==> src/julia_escape_time_pixel_top_defines.svh <==
// ----------------------------------------------------------------------------
// Julia escape-time pixel: assertion macros
// Concurrent assertion shorthands; empty when SYNTHESIS is defined.
// ----------------------------------------------------------------------------
`ifndef JULIA_ESCAPE_TIME_PIXEL_TOP_DEFINES_SVH
`define JULIA_ESCAPE_TIME_PIXEL_TOP_DEFINES_SVH

`ifndef SYNTHESIS
`define JETP_ASSERT_IMPL(name, clk, rstn, ante, cons) \
  name: assert property (@(posedge clk) disable iff (!rstn) (ante) |-> (cons)) \
    else $error("same-cycle implication failed");
`define JETP_ASSERT_NEXT(name, clk, rstn, ante, cons) \
  name: assert property (@(posedge clk) disable iff (!rstn) (ante) |=> (cons)) \
    else $error("next-cycle implication failed");
`else
`define JETP_ASSERT_IMPL(name, clk, rstn, ante, cons)
`define JETP_ASSERT_NEXT(name, clk, rstn, ante, cons)
`endif

`endif

==> src/jetp_pkg.sv <==
// ----------------------------------------------------------------------------
// Julia escape-time pixel: package
// Widths, register indexes, reset values and controller/datapath structs.
// ----------------------------------------------------------------------------
package jetp_pkg;

  localparam int OFF_W     = 10;
  localparam int CFG_W     = 32;
  localparam int VS_W      = 31;
  localparam int Z_W       = 48;
  localparam int R_W       = 32;
  localparam int SQ_W      = 64;
  localparam int NUM_W     = 42;
  localparam int PIX_W     = 10;
  localparam int ITER_O_W  = 7;
  localparam int SHADE_W   = 8;
  localparam int CFG_IDX_W = 3;
  localparam int FRAC_W    = 24;

  localparam logic [CFG_IDX_W-1:0] CFG_C_REAL      = 3'd0;
  localparam logic [CFG_IDX_W-1:0] CFG_C_IMAG      = 3'd1;
  localparam logic [CFG_IDX_W-1:0] CFG_CENTER_REAL = 3'd2;
  localparam logic [CFG_IDX_W-1:0] CFG_CENTER_IMAG = 3'd3;
  localparam logic [CFG_IDX_W-1:0] CFG_VIEW_SIZE   = 3'd4;

  localparam logic [CFG_W-1:0] C_REAL_RST    = 32'hFF4C_CCCD;
  localparam logic [VS_W-1:0]  VIEW_SIZE_RST = 31'h0200_0000;
  localparam logic [R_W-1:0]   R_MIN         = 32'h0400_0000;

  typedef struct packed {
    logic signed [CFG_W-1:0] c_real;
    logic signed [CFG_W-1:0] c_imag;
    logic signed [CFG_W-1:0] center_real;
    logic signed [CFG_W-1:0] center_imag;
    logic [VS_W-1:0]         view_size;
  } cfg_t;

  typedef struct packed {
    logic accept;
    logic load_z;
    logic check;
    logic sum;
    logic upd;
    logic res_load;
    logic res_esc;
  } cmd_t;

  typedef struct packed {
    logic div_done;
    logic far_mag;
    logic far_sum;
    logic iter_last;
  } sts_t;

endpackage

==> src/jetp_ctrl.sv <==
// ----------------------------------------------------------------------------
// Julia escape-time pixel: controller
// Sequences start-point division, escape rounds and the result register.
// ----------------------------------------------------------------------------
module jetp_ctrl (
  input  logic          clk_i,
  input  logic          rst_ni,
  input  logic          in_valid_i,
  output logic          in_ready_o,
  output logic          out_valid_o,
  input  logic          out_ready_i,
  input  jetp_pkg::sts_t sts_i,
  output jetp_pkg::cmd_t cmd_o
);

  import jetp_pkg::*;

  typedef enum logic [2:0] {
    S_IDLE,
    S_DIV,
    S_LOAD,
    S_CHECK,
    S_MULT,
    S_SUM,
    S_UPD,
    S_DONE
  } state_e;

  state_e state_q, state_d;
  logic   out_valid_q, out_valid_d;
  logic   esc_q, esc_d;

  always_comb begin
    state_d     = state_q;
    esc_d       = esc_q;
    out_valid_d = out_valid_q && !out_ready_i;
    cmd_o       = '0;
    case (state_q)
      S_IDLE: begin
        if (in_valid_i) begin
          cmd_o.accept = 1'b1;
          state_d      = S_DIV;
        end
      end
      S_DIV: begin
        if (sts_i.div_done) begin
          state_d = S_LOAD;
        end
      end
      S_LOAD: begin
        cmd_o.load_z = 1'b1;
        state_d      = S_CHECK;
      end
      S_CHECK: begin
        if (sts_i.iter_last) begin
          esc_d   = 1'b0;
          state_d = S_DONE;
        end else if (sts_i.far_mag) begin
          esc_d   = 1'b1;
          state_d = S_DONE;
        end else begin
          cmd_o.check = 1'b1;
          state_d     = S_MULT;
        end
      end
      S_MULT: begin
        state_d = S_SUM;
      end
      S_SUM: begin
        if (sts_i.far_sum) begin
          esc_d   = 1'b1;
          state_d = S_DONE;
        end else begin
          cmd_o.sum = 1'b1;
          state_d   = S_UPD;
        end
      end
      S_UPD: begin
        cmd_o.upd = 1'b1;
        state_d   = S_CHECK;
      end
      S_DONE: begin
        if (!out_valid_q || out_ready_i) begin
          cmd_o.res_load = 1'b1;
          cmd_o.res_esc  = esc_q;
          out_valid_d    = 1'b1;
          state_d        = S_IDLE;
        end
      end
      default: begin
        state_d = S_IDLE;
      end
    endcase
  end

  always_ff @(posedge clk_i or negedge rst_ni) begin
    if (!rst_ni) begin
      state_q     <= S_IDLE;
      out_valid_q <= 1'b0;
      esc_q       <= 1'b0;
    end else begin
      state_q     <= state_d;
      out_valid_q <= out_valid_d;
      esc_q       <= esc_d;
    end
  end

  assign in_ready_o  = (state_q == S_IDLE);
  assign out_valid_o = out_valid_q;

endmodule

==> config.mk <==
export PLATFORM = sky130hd
export DESIGN_NAME = jetp_ctrl
export DESIGN_NICKNAME = d
export VERILOG_FILES = /design/src/julia_escape_time_pixel_top_defines.svh /design/src/jetp_pkg.sv /design/src/jetp_ctrl.sv
export SDC_FILE = /design/constraint.sdc
export NUM_CORES = 1
export LEC_CHECK = 0
export BUFFER_PORTS_ARGS = -buffer_cell sky130_fd_sc_hd__buf_2
export CELL_PAD_IN_SITES_DETAIL_PLACEMENT = 2
export CELL_PAD_IN_SITES_GLOBAL_PLACEMENT = 2
export CORE_MARGIN = 8
export CORE_UTILIZATION = 24
export CTS_BUF_LIST = sky130_fd_sc_hd__clkbuf_8
export CTS_CLUSTER_DIAMETER = 100
export CTS_CLUSTER_SIZE = 12
export DETAILED_ROUTE_END_ITERATION = 6
export PLACE_DENSITY = 0.79
export SLEW_MARGIN = 15
export SYNTH_ARGS = -nofsm -noshare
export SYNTH_HDL_FRONTEND = slang
export SYNTH_SLANG_ARGS = --single-unit
==> constraint.sdc <==
create_clock -name clk_i -period 1.35 [get_ports clk_i]
set_input_delay 0.3375 -clock clk_i [delete_from_list [all_inputs] [get_ports clk_i]]
set_output_delay 0.3375 -clock clk_i [all_outputs]
set_load 0.02 [all_outputs]
**Word-level counts from Yosys, hierarchy flattened**

Cells that the tools add are included.

- Bits in registers: 5
- Input port bits: 8
- Output and inout bits: 9
- Logic and storage cells: 48

- Equality and inequality tests: 12
- Muxes and demuxes: 24
- Reduce and logical (&&, ||, !) cells: 9

Operators by type and width:

| kind | number |
|---|---|
| 3-bit case mux with 7 select lines | 1 |
| 1-bit two-way mux | 15 |
| 3-bit equality test, second input constant | 4 |
| 3-bit two-way mux | 4 |
| 2-bit != test, second input constant | 4 |
| 3-bit by 2-bit equality test with 1-bit output, second input constant | 2 |
| 2-bit two-way mux | 3 |
| 3-bit AND reduction | 2 |
| 3-bit by 1-bit equality test with 1-bit output, second input constant | 1 |
| 3-bit logical NOT | 1 |
| 3-bit != test, second input constant | 1 |
| 1-bit logical NOT | 2 |
| 1-bit case mux with 2 select lines | 1 |
| 2-bit nonzero test | 1 |
| 2-bit OR reduction | 1 |
| 1-bit logical AND | 1 |
| 1-bit logical OR | 1 |

**Depth between registers and ports, before layout**

- Word-level depth: 4
- Gate-level depth with buffers: 4
- Depth with buffers taken out: 4

**Worst setup path after synthesis**

No wires, ideal clock.

- Path kind: flip-flop to output port
- From: register state_q[2]
- To: output port cmd_o[6] (netlist name)
- Data arrival time: 1.206 ns
- Required time: 1.013 ns
- Path slack: -0.194 ns
- Cell stages (with the launch flop): 4
- Path buffers: 1
- Path through: dfrtp_1 -> buf_4 -> nor3_2 -> and2_1

RTL lines:

| what | line | RTL |
|---|---|---|
| start, declared | jetp_ctrl.sv:29 | `state_e state_q, state_d;` |
| start signal, assigned | jetp_ctrl.sv:102 | `state_q <= state_d;` |
| end, declared | jetp_ctrl.sv:13 | `output jetp_pkg::cmd_t cmd_o` |

==> flow_metrics.env <==
export IMPL_run_status="finished with violations"
export IMPL_violations="negative setup slack"
export IMPL_worstSetupPathType="flop to output port"
export IMPL_start_kind="flop"
export IMPL_coreArea_um2=1320
export IMPL_vias_per_cell=4.85
export IMPL_drt_first_pass_iters=2
export IMPL_grt_total_usage_pct=12.3
export IMPL_ys_types=21
export IMPL_maxCapViolations=0
export IMPL_synth_area_um2=339
export IMPL_antenna_found_initial=0
export IMPL_die_area_um2=2870
export IMPL_wl_per_cell_um=17.7
export IMPL_vias=451
export IMPL_io_buffers=16
export IMPL_syn_to_final_growth_pct=107
export IMPL_startpoint="state_q[2]$_DFFE_PN0P_"
export IMPL_synth_top_cell_area_share_pct=36.9
export IMPL_first_iter_violations=1
export IMPL_routed_wirelength_um=1640
export IMPL_htree_levels=1
export IMPL_ir_worst_vdd_uv=1170
export IMPL_yosysSeqAreaShare_pct=36.9
export IMPL_cts_sinks=5
export IMPL_avgSynthCellArea_um2=8.27
export IMPL_overflow=0
export IMPL_yosysTopAreaCell="dfrtp_1"
export IMPL_die_h_um=53.6
export IMPL_post_route_drc_count=0
export IMPL_cpPeakStageDelay_ns=0.44
export IMPL_cts_reportedPaths_clkPinSlew_ns=0.04
export IMPL_hold_viol=0
export IMPL_hpwl_um=1090
export IMPL_rsz0062_at_grt="yes"
export IMPL_fin_setup_tns_ns=-1.56
export IMPL_setup_viol_count_final=9
export IMPL_die_x_um=53.6
export IMPL_arrival_ns=1.25
export IMPL_grt_pass1_vias=524
export IMPL_row_count=13
export IMPL_hp_start="sts_i[0]"
export IMPL_end_kind="output port"
export IMPL_reg2reg_from="state_q[1]$_DFFE_PN0P_"
export IMPL_max_freq_mhz=632
export IMPL_ioPinCount=17
export IMPL_p_leak_nw=0.355
export IMPL_root_buffer="clkbuf_8"
export IMPL_r2r_slack_ns=-0.03
export IMPL_cts_tree="built"
export IMPL_synth_area_leaders="dfrtp_1 37%, nor2_1 7.7%, a31oi_1 5.5%, a21oi_1 4.4%, nand2_1 4.4%"
export IMPL_synth_seq_cells=5
export IMPL_grt_pass1_wl_um=2550
export IMPL_antenna_cells=0
export IMPL_cts_buffers=3
export IMPL_syn_inst=41
export IMPL_fillers=139
export IMPL_min_period_ns=1.58
export IMPL_syn_nets=49
export IMPL_insertion_delay_ns=0.22
export IMPL_cp_common_cell="buf_6"
export IMPL_finalClockSkew_ns=0.00577
export IMPL_ant_nets=0
export IMPL_power_density_nw_per_um2=2740
export IMPL_worst_pin_slew_ns=0.332
export IMPL_crit_chain="buf_6, nor3_4, and2_4, buf_6"
export IMPL_min_period_over_period_pct=117
export IMPL_cp_slowest_cell="dfrtp_2"
export IMPL_yosysWarnings=0
export IMPL_layout_nets=87
export IMPL_setup_slack_ns=-0.233
export IMPL_pre_cts_ws_ns=-0.0938
export IMPL_drive_gt1_share_pct=64.1
export IMPL_cp_required_ns=1.01
export IMPL_grt_max_degree=9
export IMPL_hold_path_class="primary input to flop"
export IMPL_maxSlewViolCount=0
export IMPL_finalWeightedCongestion=0.783
export IMPL_crit_fanout=6
export IMPL_max_slew_margin_pct=77.6
export IMPL_initial_utilization_pct=25.7
export IMPL_cts_buffer_depth=2
-- report_power, final --
group	internal (mW)	switching (mW)
registers	0.235	0.103
logic	0.693	0.613
clock network	0.195	0.0778
total	1.12	0.794
-- sequential cells by signal (all words and copies together) (netlist names) --
name	count
state_q	3
esc_q	1
out_valid_o	1
-- cell usage after synthesis, drive strengths merged --
cell	number
nor2	8
dfrtp	5
nand2	4
a21oi	3
a31oi	3
buf	3
and2	2
nand2b	2
nor2b	2
nor3	2
and3	1
and4bb	1
nand3	1
nand3b	1
nor4	1
o21ai	1
o31a	1
-- layout make-up --
class / instances / area (um^2) / area share [%]
tap: 15 / 18.8 / 2.68
multi-input combinational: 33 / 234 / 33.4
sequential: 5 / 128 / 18.2
timing repair buffer: 36 / 275 / 39.3
clock buffer: 3 / 41.3 / 5.89
clock inverter: 1 / 3.75 / 0.536
-- repair_timing --
action	CTS	global route
endpoints found under the setup margin	8	10
resized for setup	11	6
pin swaps	4	2
hold endpoints to repair	5	0
buffers inserted	7	1
hold buffers	1	0
-- per-layer routing --
layer	wire (um)	share of wire, %	vias up	global-route usage, %
li1	-	-	215	-
met1	630	38	222	12.1
met2	924	56	12	22.5
met3	72	4.4	2	3.03
met4	16	0.97	0	7.56
met5	0	0	-	0
-- critical path: cells and delay by family (launching register included) --
kind | cells | cell delay (ns)
AND/OR/NAND/NOR | 2 | 0.33
buffers and inverters | 2 | 0.25
flip-flops | 1 | 0.44
-- metrics by stage --
step / area (um^2) / hold slack, ns / instances / power (mW) / utilization, %
6_report: 701 / 0.368 / 93 / 1.92 / 53.2
5_1_grt: 701 / 0.361 / 93 / 2.05 / 53.2
4_1_cts: 669 / 0.357 / 92 / 1.79 / 50.8
3_5_place_dp: 528 / 0.163 / 80 / 1.27 / 40.1
3_3_place_gp: 528 / 0.162 / 80 / 1.22 / 40.1
2_1_floorplan: 362 / 0.0419 / 41 / 0.866 / -
-- worst paths after layout --
check | to | cells after the start
max | cmd_o[6] | 4
min | esc_q$_DFFE_PN0P_ | 2
max reg2reg | esc_q$_DFFE_PN0P_ | 6
min reg2reg | out_valid_o$_DFF_PN0_ | 2
max in group asynchronous | state_q[2]$_DFFE_PN0P_ | 2
min in group asynchronous | state_q[1]$_DFFE_PN0P_ | 2
-- cells in the final DEF, fill, tap and decap left out, types with 2 or more instances in the layout --
master and instances:
and2_4 2, dfrtp_1 3, clkbuf_8 3, nand2_1 3
nor2_1 7, a21oi_1 2, buf_4 20, a31oi_1 3
buf_2 10, dfrtp_2 2, buf_6 4
-- cells by family after synthesis --
family | synth area share (%)
AND/OR/NAND/NOR | 42.1
flip-flops | 36.9
buffers and inverters | 7.01
AO/OA/AOI/OAI | 14.0
Power figures use the tool's default switching activity.
